[src/rtl/core/rlrs_pkg.sv]
`timescale 1ns / 1ps
package rlrs_pkg;

    // Table geometry
    localparam int TABLE_ENTRIES = 20;
    localparam logic [4:0] LAST_ENTRY = 5'(TABLE_ENTRIES - 1);

    // Payload widths
    localparam int POS_W    = 5;
    localparam int RELAY_W  = 9;
    localparam int RES_W    = 16;
    localparam int BASE_W   = 15;
    localparam int RATIO_W  = 16;
    localparam int PROD_W   = BASE_W + RATIO_W;
    localparam int IN_TDATA_W  = 24;
    localparam int OUT_TDATA_W = 40;

    // Operation codes
    localparam logic [1:0] OP_MATCH   = 2'd0;
    localparam logic [1:0] OP_LOWER   = 2'd1;
    localparam logic [1:0] OP_HIGHER  = 2'd2;
    localparam logic [1:0] OP_REFRESH = 2'd3;

    localparam logic [BASE_W-1:0] BASE_RESET = 15'd256;

    typedef enum logic [2:0] {
        ST_IDLE,
        ST_SCAN,
        ST_DRAIN,
        ST_DECIDE,
        ST_STEP,
        ST_MULT,
        ST_RESULT
    } rlrs_state_t;

    // Controller to datapath commands
    typedef struct packed {
        logic load;      // take the input item, clear the scan counter
        logic scan_adv;  // multiply entry at scan counter, advance counter
        logic track;     // fold registered product into the match search
        logic decide;    // apply the tie rule, write position
        logic step;      // step or hold position for ops other than match
        logic use_pos;   // multiply entry at the current position
        logic capture;   // load the output register
    } rlrs_cmd_t;

    // Datapath to controller status
    typedef struct packed {
        logic in_match;   // incoming item is a match request
        logic scan_last;  // scan counter sits on the last entry
        logic cnt_zero;   // scan counter sits on the first entry
    } rlrs_status_t;

    // Q2.14 resistance ratios, descending
    function automatic logic [RATIO_W-1:0] ratio_of(input logic [POS_W-1:0] idx);
        logic [RATIO_W-1:0] r;
        case (idx)
            5'd0:    r = 16'd32768;
            5'd1:    r = 16'd27307;
            5'd2:    r = 16'd24576;
            5'd3:    r = 16'd16384;
            5'd4:    r = 16'd13653;
            5'd5:    r = 16'd12288;
            5'd6:    r = 16'd10923;
            5'd7:    r = 16'd10240;
            5'd8:    r = 16'd9830;
            5'd9:    r = 16'd8192;
            5'd10:   r = 16'd6554;
            5'd11:   r = 16'd6144;
            5'd12:   r = 16'd5461;
            5'd13:   r = 16'd5120;
            5'd14:   r = 16'd4915;
            5'd15:   r = 16'd4096;
            5'd16:   r = 16'd3277;
            5'd17:   r = 16'd3072;
            5'd18:   r = 16'd2731;
            default: r = 16'd2048;
        endcase
        return r;
    endfunction

    // Relay word per entry: bit 8 parallel switch, bits 7..0 switches 0..7
    function automatic logic [RELAY_W-1:0] relay_of(input logic [POS_W-1:0] idx);
        logic [RELAY_W-1:0] w;
        case (idx)
            5'd0:    w = 9'h044;
            5'd1:    w = 9'h000;
            5'd2:    w = 9'h022;
            5'd3:    w = 9'h055;
            5'd4:    w = 9'h100;
            5'd5:    w = 9'h122;
            5'd6:    w = 9'h011;
            5'd7:    w = 9'h088;
            5'd8:    w = 9'h0AA;
            5'd9:    w = 9'h033;
            5'd10:   w = 9'h0CC;
            5'd11:   w = 9'h0EE;
            5'd12:   w = 9'h0DD;
            5'd13:   w = 9'h188;
            5'd14:   w = 9'h1AA;
            5'd15:   w = 9'h0FF;
            5'd16:   w = 9'h1CC;
            5'd17:   w = 9'h1EE;
            5'd18:   w = 9'h1DD;
            default: w = 9'h1FF;
        endcase
        return w;
    endfunction

endpackage

[src/rtl/core/rlrs_datapath.sv]
`timescale 1ns / 1ps
module rlrs_datapath (
    input  logic                                clk,
    input  logic                                rst_n,
    input  logic                                cfg_valid,
    input  logic [rlrs_pkg::BASE_W-1:0]         cfg_data,
    input  logic [rlrs_pkg::IN_TDATA_W-1:0]     in_data,
    input  rlrs_pkg::rlrs_cmd_t                 cmd,
    output rlrs_pkg::rlrs_status_t              status,
    output logic [rlrs_pkg::OUT_TDATA_W-1:0]    out_data
);
    import rlrs_pkg::*;

    logic [BASE_W-1:0]  base_reg;
    logic [1:0]         op_reg;
    logic [RES_W-1:0]   target_reg;
    logic [POS_W-1:0]   pos_reg, pos_next;
    logic [POS_W-1:0]   cnt_reg;
    logic [POS_W-1:0]   addr;
    logic [PROD_W-1:0]  product;
    logic [RES_W-1:0]   prod_reg;
    logic [POS_W-1:0]   pidx_reg;
    logic [POS_W-1:0]   sel_reg;
    logic [RES_W-1:0]   rsel_reg;
    logic [RES_W-1:0]   rnext_reg;
    logic [RES_W:0]     pair_sum;
    logic [POS_W-1:0]   out_pos_reg;
    logic [RELAY_W-1:0] out_relay_reg;
    logic [RES_W-1:0]   out_res_reg;

    // Unit resistance register
    always_ff @(posedge clk or negedge rst_n)
    begin
        if (!rst_n)
        begin
            base_reg <= BASE_RESET;
        end
        else if (cfg_valid)
        begin
            base_reg <= cfg_data;
        end
    end

    // Hold the accepted item
    always_ff @(posedge clk)
    begin
        if (cmd.load)
        begin
            op_reg     <= in_data[1:0];
            target_reg <= in_data[17:2];
        end
    end

    // Scan counter
    always_ff @(posedge clk or negedge rst_n)
    begin
        if (!rst_n)
        begin
            cnt_reg <= '0;
        end
        else if (cmd.load)
        begin
            cnt_reg <= '0;
        end
        else if (cmd.scan_adv)
        begin
            cnt_reg <= cnt_reg + 5'd1;
        end
    end

    // Shared multiplier, registered product truncated to Q8.8
    assign addr    = cmd.use_pos ? pos_reg : cnt_reg;
    assign product = PROD_W'(base_reg) * PROD_W'(ratio_of(addr));

    always_ff @(posedge clk)
    begin
        if (cmd.scan_adv || cmd.use_pos)
        begin
            prod_reg <= product[RES_W+13:14];
            pidx_reg <= addr;
        end
    end

    // Track the last entry at or above the target and its lower neighbor
    always_ff @(posedge clk)
    begin
        if (cmd.track)
        begin
            if (pidx_reg == '0)
            begin
                sel_reg  <= '0;
                rsel_reg <= prod_reg;
            end
            else
            begin
                if (prod_reg >= target_reg)
                begin
                    sel_reg  <= pidx_reg;
                    rsel_reg <= prod_reg;
                end
                if (pidx_reg == sel_reg + 5'd1)
                begin
                    rnext_reg <= prod_reg;
                end
            end
        end
    end

    // Nearer lower neighbor wins only when strictly nearer
    assign pair_sum = {1'b0, rsel_reg} + {1'b0, rnext_reg};

    always_comb
    begin
        pos_next = pos_reg;
        if (cmd.decide)
        begin
            if (sel_reg != LAST_ENTRY && pair_sum > {target_reg, 1'b0})
                pos_next = sel_reg + 5'd1;
            else
                pos_next = sel_reg;
        end
        else if (cmd.step)
        begin
            case (op_reg)
                OP_LOWER:
                begin
                    if (pos_reg < LAST_ENTRY)
                        pos_next = pos_reg + 5'd1;
                end
                OP_HIGHER:
                begin
                    if (pos_reg != '0)
                        pos_next = pos_reg - 5'd1;
                end
                OP_REFRESH: pos_next = pos_reg;
                default:    pos_next = pos_reg;
            endcase
        end
    end

    always_ff @(posedge clk or negedge rst_n)
    begin
        if (!rst_n)
        begin
            pos_reg <= '0;
        end
        else
        begin
            pos_reg <= pos_next;
        end
    end

    // Output register
    always_ff @(posedge clk)
    begin
        if (cmd.capture)
        begin
            out_pos_reg   <= pos_reg;
            out_relay_reg <= relay_of(pos_reg);
            out_res_reg   <= prod_reg;
        end
    end

    assign out_data = {1'b0, out_res_reg, ~out_relay_reg, out_relay_reg, out_pos_reg};

    assign status.in_match  = (in_data[1:0] == OP_MATCH);
    assign status.scan_last = (cnt_reg == LAST_ENTRY);
    assign status.cnt_zero  = (cnt_reg == '0);

    // Position never leaves the table
    a_pos_range: assert property (@(posedge clk) disable iff (!rst_n)
        pos_reg <= LAST_ENTRY)
        else $error("position beyond last entry");

    // Decision lands on the tracked entry or its lower neighbor
    a_decide_pick: assert property (@(posedge clk) disable iff (!rst_n)
        cmd.decide |=> (pos_reg == $past(sel_reg) || pos_reg == $past(sel_reg) + 5'd1))
        else $error("decision outside tracked pair");

    // A step moves position by at most one entry
    a_step_size: assert property (@(posedge clk) disable iff (!rst_n)
        cmd.step |=> (pos_reg == $past(pos_reg) || pos_reg == $past(pos_reg) + 5'd1
                      || pos_reg == $past(pos_reg) - 5'd1))
        else $error("step moved more than one entry");

endmodule

[src/rtl/core/rlrs_ctrl.sv]
`timescale 1ns / 1ps
module rlrs_ctrl (
    input  logic                    clk,
    input  logic                    rst_n,
    input  logic                    in_valid,
    output logic                    in_ready,
    output logic                    out_valid,
    input  logic                    out_ready,
    input  rlrs_pkg::rlrs_status_t  status,
    output rlrs_pkg::rlrs_cmd_t     cmd
);
    import rlrs_pkg::*;

    rlrs_state_t state_reg, state_next;
    logic        out_valid_reg, out_valid_next;
    logic        slot_free;

    assign slot_free = !out_valid_reg || out_ready;

    // Next state
    always_comb
    begin
        state_next = state_reg;
        case (state_reg)
            ST_IDLE:
            begin
                if (in_valid)
                    state_next = status.in_match ? ST_SCAN : ST_STEP;
            end
            ST_SCAN:
            begin
                if (status.scan_last)
                    state_next = ST_DRAIN;
            end
            ST_DRAIN:  state_next = ST_DECIDE;
            ST_DECIDE: state_next = ST_MULT;
            ST_STEP:   state_next = ST_MULT;
            ST_MULT:   state_next = ST_RESULT;
            ST_RESULT:
            begin
                if (slot_free)
                    state_next = ST_IDLE;
            end
            default:   state_next = ST_IDLE;
        endcase
    end

    // Outputs
    always_comb
    begin
        cmd      = '0;
        in_ready = 1'b0;
        case (state_reg)
            ST_IDLE:
            begin
                in_ready = 1'b1;
                cmd.load = in_valid;
            end
            ST_SCAN:
            begin
                cmd.scan_adv = 1'b1;
                cmd.track    = !status.cnt_zero;
            end
            ST_DRAIN:  cmd.track   = 1'b1;
            ST_DECIDE: cmd.decide  = 1'b1;
            ST_STEP:   cmd.step    = 1'b1;
            ST_MULT:   cmd.use_pos = 1'b1;
            ST_RESULT: cmd.capture = slot_free;
            default:   cmd = '0;
        endcase
    end

    // Output valid: set on capture, drop on transfer
    always_comb
    begin
        out_valid_next = out_valid_reg;
        if (cmd.capture)
            out_valid_next = 1'b1;
        else if (out_ready)
            out_valid_next = 1'b0;
    end

    always_ff @(posedge clk or negedge rst_n)
    begin
        if (!rst_n)
        begin
            state_reg     <= ST_IDLE;
            out_valid_reg <= 1'b0;
        end
        else
        begin
            state_reg     <= state_next;
            out_valid_reg <= out_valid_next;
        end
    end

    assign out_valid = out_valid_reg;

    // Never overwrite a result still waiting for transfer
    a_no_overwrite: assert property (@(posedge clk) disable iff (!rst_n)
        cmd.capture |-> (!out_valid_reg || out_ready))
        else $error("result overwritten before transfer");

    // Scan ends after the last entry is multiplied
    a_scan_end: assert property (@(posedge clk) disable iff (!rst_n)
        (state_reg == ST_SCAN && status.scan_last) |=> state_reg == ST_DRAIN)
        else $error("scan did not stop at last entry");

    // Capture is followed by a valid result
    a_capture_valid: assert property (@(posedge clk) disable iff (!rst_n)
        cmd.capture |=> out_valid_reg)
        else $error("captured result not presented");

endmodule

[src/rtl/core/relay_load_resistance_selector_unit.sv]
`timescale 1ns / 1ps
// Relay load resistance selector. Each input item matches a target resistance,
// steps one table entry lower or higher, or refreshes, and returns the selected
// entry of a 20-entry table of relay combinations together with its relay word,
// active-low pin levels and resistance (unit resistance times a fixed ratio,
// Q8.8 ohms). Items are handled one at a time. For a match the 20 entries pass
// one per cycle through a single 15x16 multiplier, followed by drain, tie
// decision, a product for the chosen entry and the output load. Step and refresh
// go through the step, product and output load states. The output
// register lets the next item enter while a result waits to be taken. The unit
// resistance register is written through cfg_valid/cfg_data and resets to 1 ohm.
module relay_load_resistance_selector_unit (
    input  logic        clk,
    input  logic        rst_n,
    input  logic        cfg_valid,
    output logic        cfg_ready,
    input  logic [14:0] cfg_data,       // base_resistance
    input  logic        s_axis_tvalid,
    output logic        s_axis_tready,
    input  logic [23:0] s_axis_tdata,   // op[1:0], target_resistance[17:2], zero pad
    output logic        m_axis_tvalid,
    input  logic        m_axis_tready,
    output logic [39:0] m_axis_tdata    // table_position[4:0], relay_bits[13:5],
                                        // pin_levels[22:14], selected_resistance[38:23]
);
    import rlrs_pkg::*;

    rlrs_cmd_t    cmd;
    rlrs_status_t status;

    assign cfg_ready = 1'b1;

    rlrs_ctrl u_ctrl (
        .clk       (clk),
        .rst_n     (rst_n),
        .in_valid  (s_axis_tvalid),
        .in_ready  (s_axis_tready),
        .out_valid (m_axis_tvalid),
        .out_ready (m_axis_tready),
        .status    (status),
        .cmd       (cmd)
    );

    rlrs_datapath u_datapath (
        .clk       (clk),
        .rst_n     (rst_n),
        .cfg_valid (cfg_valid),
        .cfg_data  (cfg_data),
        .in_data   (s_axis_tdata),
        .cmd       (cmd),
        .status    (status),
        .out_data  (m_axis_tdata)
    );

endmodule

[config.mk]
export PLATFORM = sky130hd
export DESIGN_NAME = relay_load_resistance_selector_unit
export DESIGN_NICKNAME = d
export VERILOG_FILES = /design/src/rtl/core/rlrs_pkg.sv /design/src/rtl/core/rlrs_datapath.sv /design/src/rtl/core/rlrs_ctrl.sv /design/src/rtl/core/relay_load_resistance_selector_unit.sv
export SDC_FILE = /design/constraint.sdc
export NUM_CORES = 1
export LEC_CHECK = 0
export ABC_AREA = 1
export BUFFER_PORTS_ARGS = -buffer_cell sky130_fd_sc_hd__clkbuf_2
export CELL_PAD_IN_SITES_DETAIL_PLACEMENT = 0
export CELL_PAD_IN_SITES_GLOBAL_PLACEMENT = 1
export CORE_ASPECT_RATIO = 0.9
export CORE_MARGIN = 8
export CORE_UTILIZATION = 44
export CTS_CLUSTER_DIAMETER = 50
export DETAILED_ROUTE_END_ITERATION = 8
export PLACE_DENSITY = 0.87
export SYNTH_ARGS = -nofsm -noshare
export SYNTH_HDL_FRONTEND = slang
export SYNTH_SLANG_ARGS = --single-unit
[constraint.sdc]
create_clock -name clk -period 6.9 [get_ports clk]
set_clock_uncertainty 0.15 [all_clocks]
set_input_delay 0.345 -clock clk [delete_from_list [all_inputs] [get_ports clk]]
set_output_delay 0.345 -clock clk [all_outputs]
set_load 0.01 [all_outputs]
== Word level (Yosys, flattened, before mapping) ==
Memories as Yosys holds them, arrays and structs flattened. A register that Yosys moved wholly into a read port is not among the register bits.
Index checks and enable logic that the tools add are counted.

* Memory bits (read-only): 800
* Output and inout bits: 43
* Logic and storage cells: 90
* Register bits: 126
* Memories: 2
* Input bits: 44

* Bitwise gates (word level): 2
* Equal/unequal tests: 16
* Reduce and logical (&&, ||, !) cells: 20
* $add $sub $neg: 5
* Multiplexer cells: 27
* $mul: 1
* Order comparisons: 3

{| class="wikitable"
|+ Memories
! name !! words !! width !! rd ports !! clocked after memory_dff !! wr ports !! RTL line !! source
|-
| (no name shown) || 32 || 16 || 1 || 0 || 0 || rlrs_pkg.sv:57 || <nowiki>case (idx)</nowiki>
|-
| (no name shown) || 32 || 9 || 1 || 1 || 0 || rlrs_pkg.sv:85 || <nowiki>case (idx)</nowiki>
|}

{| class="wikitable"
|+ Operator list
! operator !! number
|-
| $mux W5 || 9
|-
| $mux W16 || 2
|-
| $mul A15 B16 Y30 || 1
|-
| $pmux W3 S6 || 1
|-
| $add A16 B16 Y17 || 1
|-
| $gt A17 B17 Y1 || 1
|-
| $ge A16 B16 Y1 || 1
|-
| $add A5 B1 Y5 const B || 3
|-
| $mux W3 || 4
|-
| $logic_not A5 Y1 || 2
|-
| $pmux W5 S2 || 1
|-
| $eq A3 B3 Y1 const B || 3
|-
| $mux W1 || 9
|-
| $not A9 Y9 || 1
|-
| $reduce_bool A2 Y1 || 4
|-
| $eq A3 B2 Y1 const B || 2
|-
| $ne A3 B2 Y1 const B || 2
|-
| $reduce_and A3 Y1 || 2
|-
| $eq A5 B5 Y1 || 1
|-
| $eq A5 B5 Y1 const B || 1
|-
| $lt A5 B5 Y1 const B || 1
|-
| $ne A5 B5 Y1 const B || 1
|-
| $reduce_bool A5 Y1 || 1
|-
| $sub A5 B1 Y5 const B || 1
|-
| other kinds (16) || 19
|}

== Depth between registers and ports, before layout ==
* Depth in word-level cells: 5
* Depth in mapped cells: 38
* Gate-level depth less buffers: 37

== Hierarchy ==
Synthesis repeated with hierarchy kept, for this count alone.

* Cell total of the unflattened synthesis: 1592
* Area total of the unflattened synthesis: 14191.1 sq um

{| class="wikitable"
|+ Modules (own cells, without submodules)
! module !! times used !! area each (sq um) !! cells each !! seq. area each (sq um)
|-
| rlrs_datapath || 1 || 13857.0 || 1538 || 3689.8
|-
| rlrs_ctrl || 1 || 322.8 || 52 || 100.1
|-
| relay_load_resistance_selector_unit || 1 || 11.3 || 2 || 0.0
|}

== Least setup slack after synthesis ==
OpenSTA, ideal clock, no wires.

* Kind: register to register
* Start point: register u_ctrl.state_reg[0]
* End point: register u_datapath.prod_reg[9], data pin
* Clock period less this slack: 7207 ps
* Required time: 6490 ps
* Setup time: 260 ps
* Cell stages (with the launch flop): 34
* Setup slack: -307 ps
* Path buffers: 2
* Data arrival time: 6797 ps
* Path through: dfrtp_1 -> buf_4 -> inv_2 -> nor2_2 -> nand3_2 -> nand2_4 -> nand2_1 -> clkinv_1 -> nor2_1 -> nor3_2 -> inv_1 -> clkbuf_1 -> nor2_1 -> inv_1 -> fa_1 -> fa_1 -> inv_1 -> fa_1 -> inv_1 -> fa_1 -> inv_1 -> fa_1 -> inv_1 -> fa_1 -> inv_1 -> ha_1 -> a21oi_1 -> o21a_1 -> nor2_1 -> nor2_1 -> o21ai_0 -> a21oi_1 -> nand2_1 -> xor2_1

* Word-level cells in the longest chain between the ends: 5

{| class="wikitable"
|+ RTL lines
! element !! RTL line !! source
|-
| start: declaration || rlrs_ctrl.sv:14 || <nowiki>rlrs_state_t state_reg, state_next;</nowiki>
|-
| start signal: assignment || rlrs_ctrl.sv:92 || <nowiki>state_reg <= state_next;</nowiki>
|-
| $eq A3 B3 Y1 || rlrs_ctrl.sv:53 || <nowiki>case (state_reg)</nowiki>
|-
| $mux W1 || rlrs_ctrl.sv:53 ||
|-
| $mux W5 || rlrs_datapath.sv:72 || <nowiki>assign addr = cmd.use_pos ? pos_reg : cnt_reg;</nowiki>
|-
| $mem_v2 Z32 W16 || -- ||
|-
| $mul A15 B16 Y30 || rlrs_datapath.sv:73 || <nowiki>assign product = PROD_W'(base_reg) * PROD_W'(ratio_of(addr));</nowiki>
|-
| net u_datapath.product[23] || rlrs_datapath.sv:20 || <nowiki>logic [PROD_W-1:0] product;</nowiki>
|-
| end signal: assignment || rlrs_datapath.sv:79 || <nowiki>prod_reg <= product[RES_W+13:14];</nowiki>
|-
| end: declaration || rlrs_datapath.sv:21 || <nowiki>logic [RES_W-1:0] prod_reg;</nowiki>
|}

The timed path passes the listed nets, and every way through them passes these cells.
A chain may end at the register's enable or synchronous reset.

== Final worst setup path ==
* Start point: register u_ctrl.state_reg[1]
* End point: register u_datapath.prod_reg[13], data pin

Same word-level chain as after synthesis.

==> flow_summary.toml <==
[status]
status = "complete, but fails checks"
violations = "setup timing"

[global_route]
antenna_found_initial = 0
grt_usage_pct = 19.25
grt_max_degree = 31
grt_pass1_wl_mm = 57.26
grt-ovfl-total = 0
grt_pass1_vias = 11431

[cts]
cts_tree = "built"
root_buffer = "clkbuf_16"
h-tree-depth = 4
cts_buffers = 17
clock_path_buffers = 2
clock_sinks = 131
clock_latency_ps = 460
clk_pin_slew_ps = 50

[critical_path]
worstPathMaxFanout = 5
cp-startpoint = "u_ctrl.state_reg[1]"
crit_top_cell = "fa_1"
r2r_slack_ps = -50
critical_path_required_ps = 6930
cpPeakStageDelay_ps = 540
critPathArrivalTime_ps = 6980
cpMaxStageDelayCell = "fa_1"
worstSetupPathType = "reg2reg"
crit_path_start_kind = "flip-flop"
endpoint_kind = "flip-flop"
crit-reg2reg-launch = "u_ctrl.state_reg[1]"

[cells_and_area]
num_antenna_cells = 0
area_growth_pct = 24.99
drive_gt1_share_pct = 23.35
nets = 2160
final_core_util_pct = 55.15

[run]
maxCapViolCount = 0

[yosys]
ys_seq_area_share_pct = 27.20
synthCells = 1535
synth_edf_count = 102
syn_area_mm2 = 0.01393
synth.distinct_cells = 49
ys_async_sr_fraction_pct = 22.14
syn_avg_cell_area_um2 = 9.075
synth-seq-cells = 131
synthTopCellsByArea = "fa_1 (24%), edfxtp_1 (22%), ha_1 (14%)"
synthFlopType = "edfxtp_1"
syn-num-nets = 1901
yosysTopAreaCellShare_pct = 23.85
yosys_warnings = 0
synth.largest_area_cell = "fa_1"

[floorplanning]
top_level_ports = 87
num_rows = 62
fp.dieW_um = 203.6
start_util_pct = 44.12
dieArea_mm2 = 0.03762
core_mm2 = 0.03157
die_y_um = 184.8

[sta]
tightest_slew_ps = 1153
timing.slew.headroom_pct = 23.06
max_freq_ghz = 0.1439
holdWs_ps = 159.0
worst_slack_ps = -48.09
slew_violations = 0
post-route-period-util_pct = 100.7
finalHoldViolations = 0
rsz0062_at_grt = "true"
finalCriticalPeriod_ps = 6948
setup_violations = 3

[placed_design]
gp_congestion = 0.9195
port_buffers = 78
post-dp-hpwl_mm = 28.85

[routing]
ant_nets = 0
firstDrtPassIters = 5
drt-initial-drc-count = 591
drc = 0
avgRoutedWirePerCell_um = 16.25
wl_mm = 36.13
dr_total_vias = 11229
vias_per_cell = 5.051

[hold_path]
hold_start = "s_axis_tvalid"
hold_path_class = "in2reg"
final timing paths:
path	to	cells past startpoint
max	u_datapath.prod_reg[13]	30
min	u_ctrl.state_reg[1]	3
max reg2reg	u_datapath.prod_reg[13]	30
min reg2reg	u_datapath.sel_reg[4]	0
max in group asynchronous	u_ctrl.state_reg[2]	2
min in group asynchronous	u_datapath.pos_reg[0]	2
metrics by stage:
| step | setup slack (ps) | area, um^2 | std cells | TNS, ps |
|---|---|---|---|---|
| floorplan | 7.715 | 13950 | 1535 | 0 |
| global placement | -168.6 | 15730 | 2132 | -1200 |
| detailed placement | -302.3 | 15730 | 2132 | -3182 |
| CTS | 16.06 | 16870 | 2206 | 0 |
| global route | -250.0 | 17410 | 2223 | -2502 |
| finish | -48.09 | 17410 | 2223 | -121.0 |
per-layer routing:
layer | track usage (%) | share of wire (%) | wire [um] | vias up
li1 | - | - | - | 5392
met1 | 25.22 | 44 | 15850 | 5417
met5 | 0 | 0 | 0 | -
met3 | 3.952 | 7.0 | 2539 | 65
met4 | 6.638 | 2.5 | 905 | 0
met2 | 31.52 | 47 | 16830 | 355
Yosys cell counts (4+ instances only):
| library cell | n |
|---|---|
| a211oi_1 | 6 |
| a21boi_0 | 4 |
| a21o_1 | 5 |
| a21oi_1 | 73 |
| a31oi_1 | 5 |
| buf_4 | 12 |
| clkbuf_1 | 20 |
| clkinv_1 | 5 |
| dfrtp_1 | 28 |
| edfxtp_1 | 102 |
| fa_1 | 166 |
| ha_1 | 156 |
| inv_1 | 289 |
| inv_2 | 9 |
| nand2_1 | 248 |
| nand3_1 | 29 |
| nand4_1 | 10 |
| nor2_1 | 185 |
| nor3_1 | 23 |
| o211ai_1 | 6 |
| o21a_1 | 5 |
| o21ai_0 | 67 |
| o21bai_1 | 5 |
| o31ai_1 | 4 |
| xnor2_1 | 11 |
| xor2_1 | 30 |
timing repair:
action                     CTS  global route
pin swaps                   12            71
gates resized for setup     38           132
setup endpoints to repair   16            16
hold buffers                35             0
buffers inserted             7            17
gates cloned                 0             0
hold endpoints to repair    62             0
critical path: cells and delay by family, from the launching register on:
family	cells	cell delay [ps]
compound gates	4	820
fa+ha+maj	8	3550
buf+inv	8	770
flops	1	380
simple gates	10	1030
cell families after synthesis:
| group | after synthesis | synth area share (%) |
|---|---|---|
| AND/OR/NAND/NOR | 509 | 14.83 |
| buffers and inverters | 336 | 9.386 |
| adder cells (fa/ha/maj) | 322 | 37.87 |
| AO/OA/AOI/OAI | 193 | 8.003 |
| flip-flops | 131 | 27.20 |
| XOR/XNOR | 41 | 2.578 |
| other | 2 | 0.05391 |
| multiplexers | 1 | 0.08083 |
cell usage in the layout, fill, tap and decap left out, types with 10 or more instances in the layout:
cell | Yosys | layout
a21oi_1 | 73 | 59
nor2_2 | 3 | 17
nor2_1 | 185 | 159
xor2_1 | 30 | 30
inv_2 | 9 | 26
buf_4 | 12 | 151
nand3_1 | 29 | 28
xnor2_1 | 11 | 11
edfxtp_1 | 102 | 102
nand4_1 | 10 | 10
fa_1 | 166 | 157
clkbuf_16 | 0 | 17
dlygate4sd3_1 | 0 | 35
clkbuf_2 | 0 | 78
o21ai_0 | 67 | 58
nand2_1 | 248 | 222
dfrtp_1 | 28 | 26
nand2_2 | 1 | 21
a21oi_2 | 0 | 11
ha_1 | 156 | 144
nor2_4 | 0 | 12
inv_1 | 289 | 268
nor3_1 | 23 | 14
cell type report:
type                            instances  area, um^2
Tap cell                              416       520.5
Clock buffer                           20       436.7
Clock inverter                         12       156.4
Timing Repair Buffer                  273        1984
Multi-Input combinational cell       1068        9368
Fill cell                            2731       14160
Inverter                              303        1154
Sequential cell                       131        3792
Power is left out: the tool's default activity adds up to more than one toggle a clock period on the data nets, which glitch-free logic cannot reach.
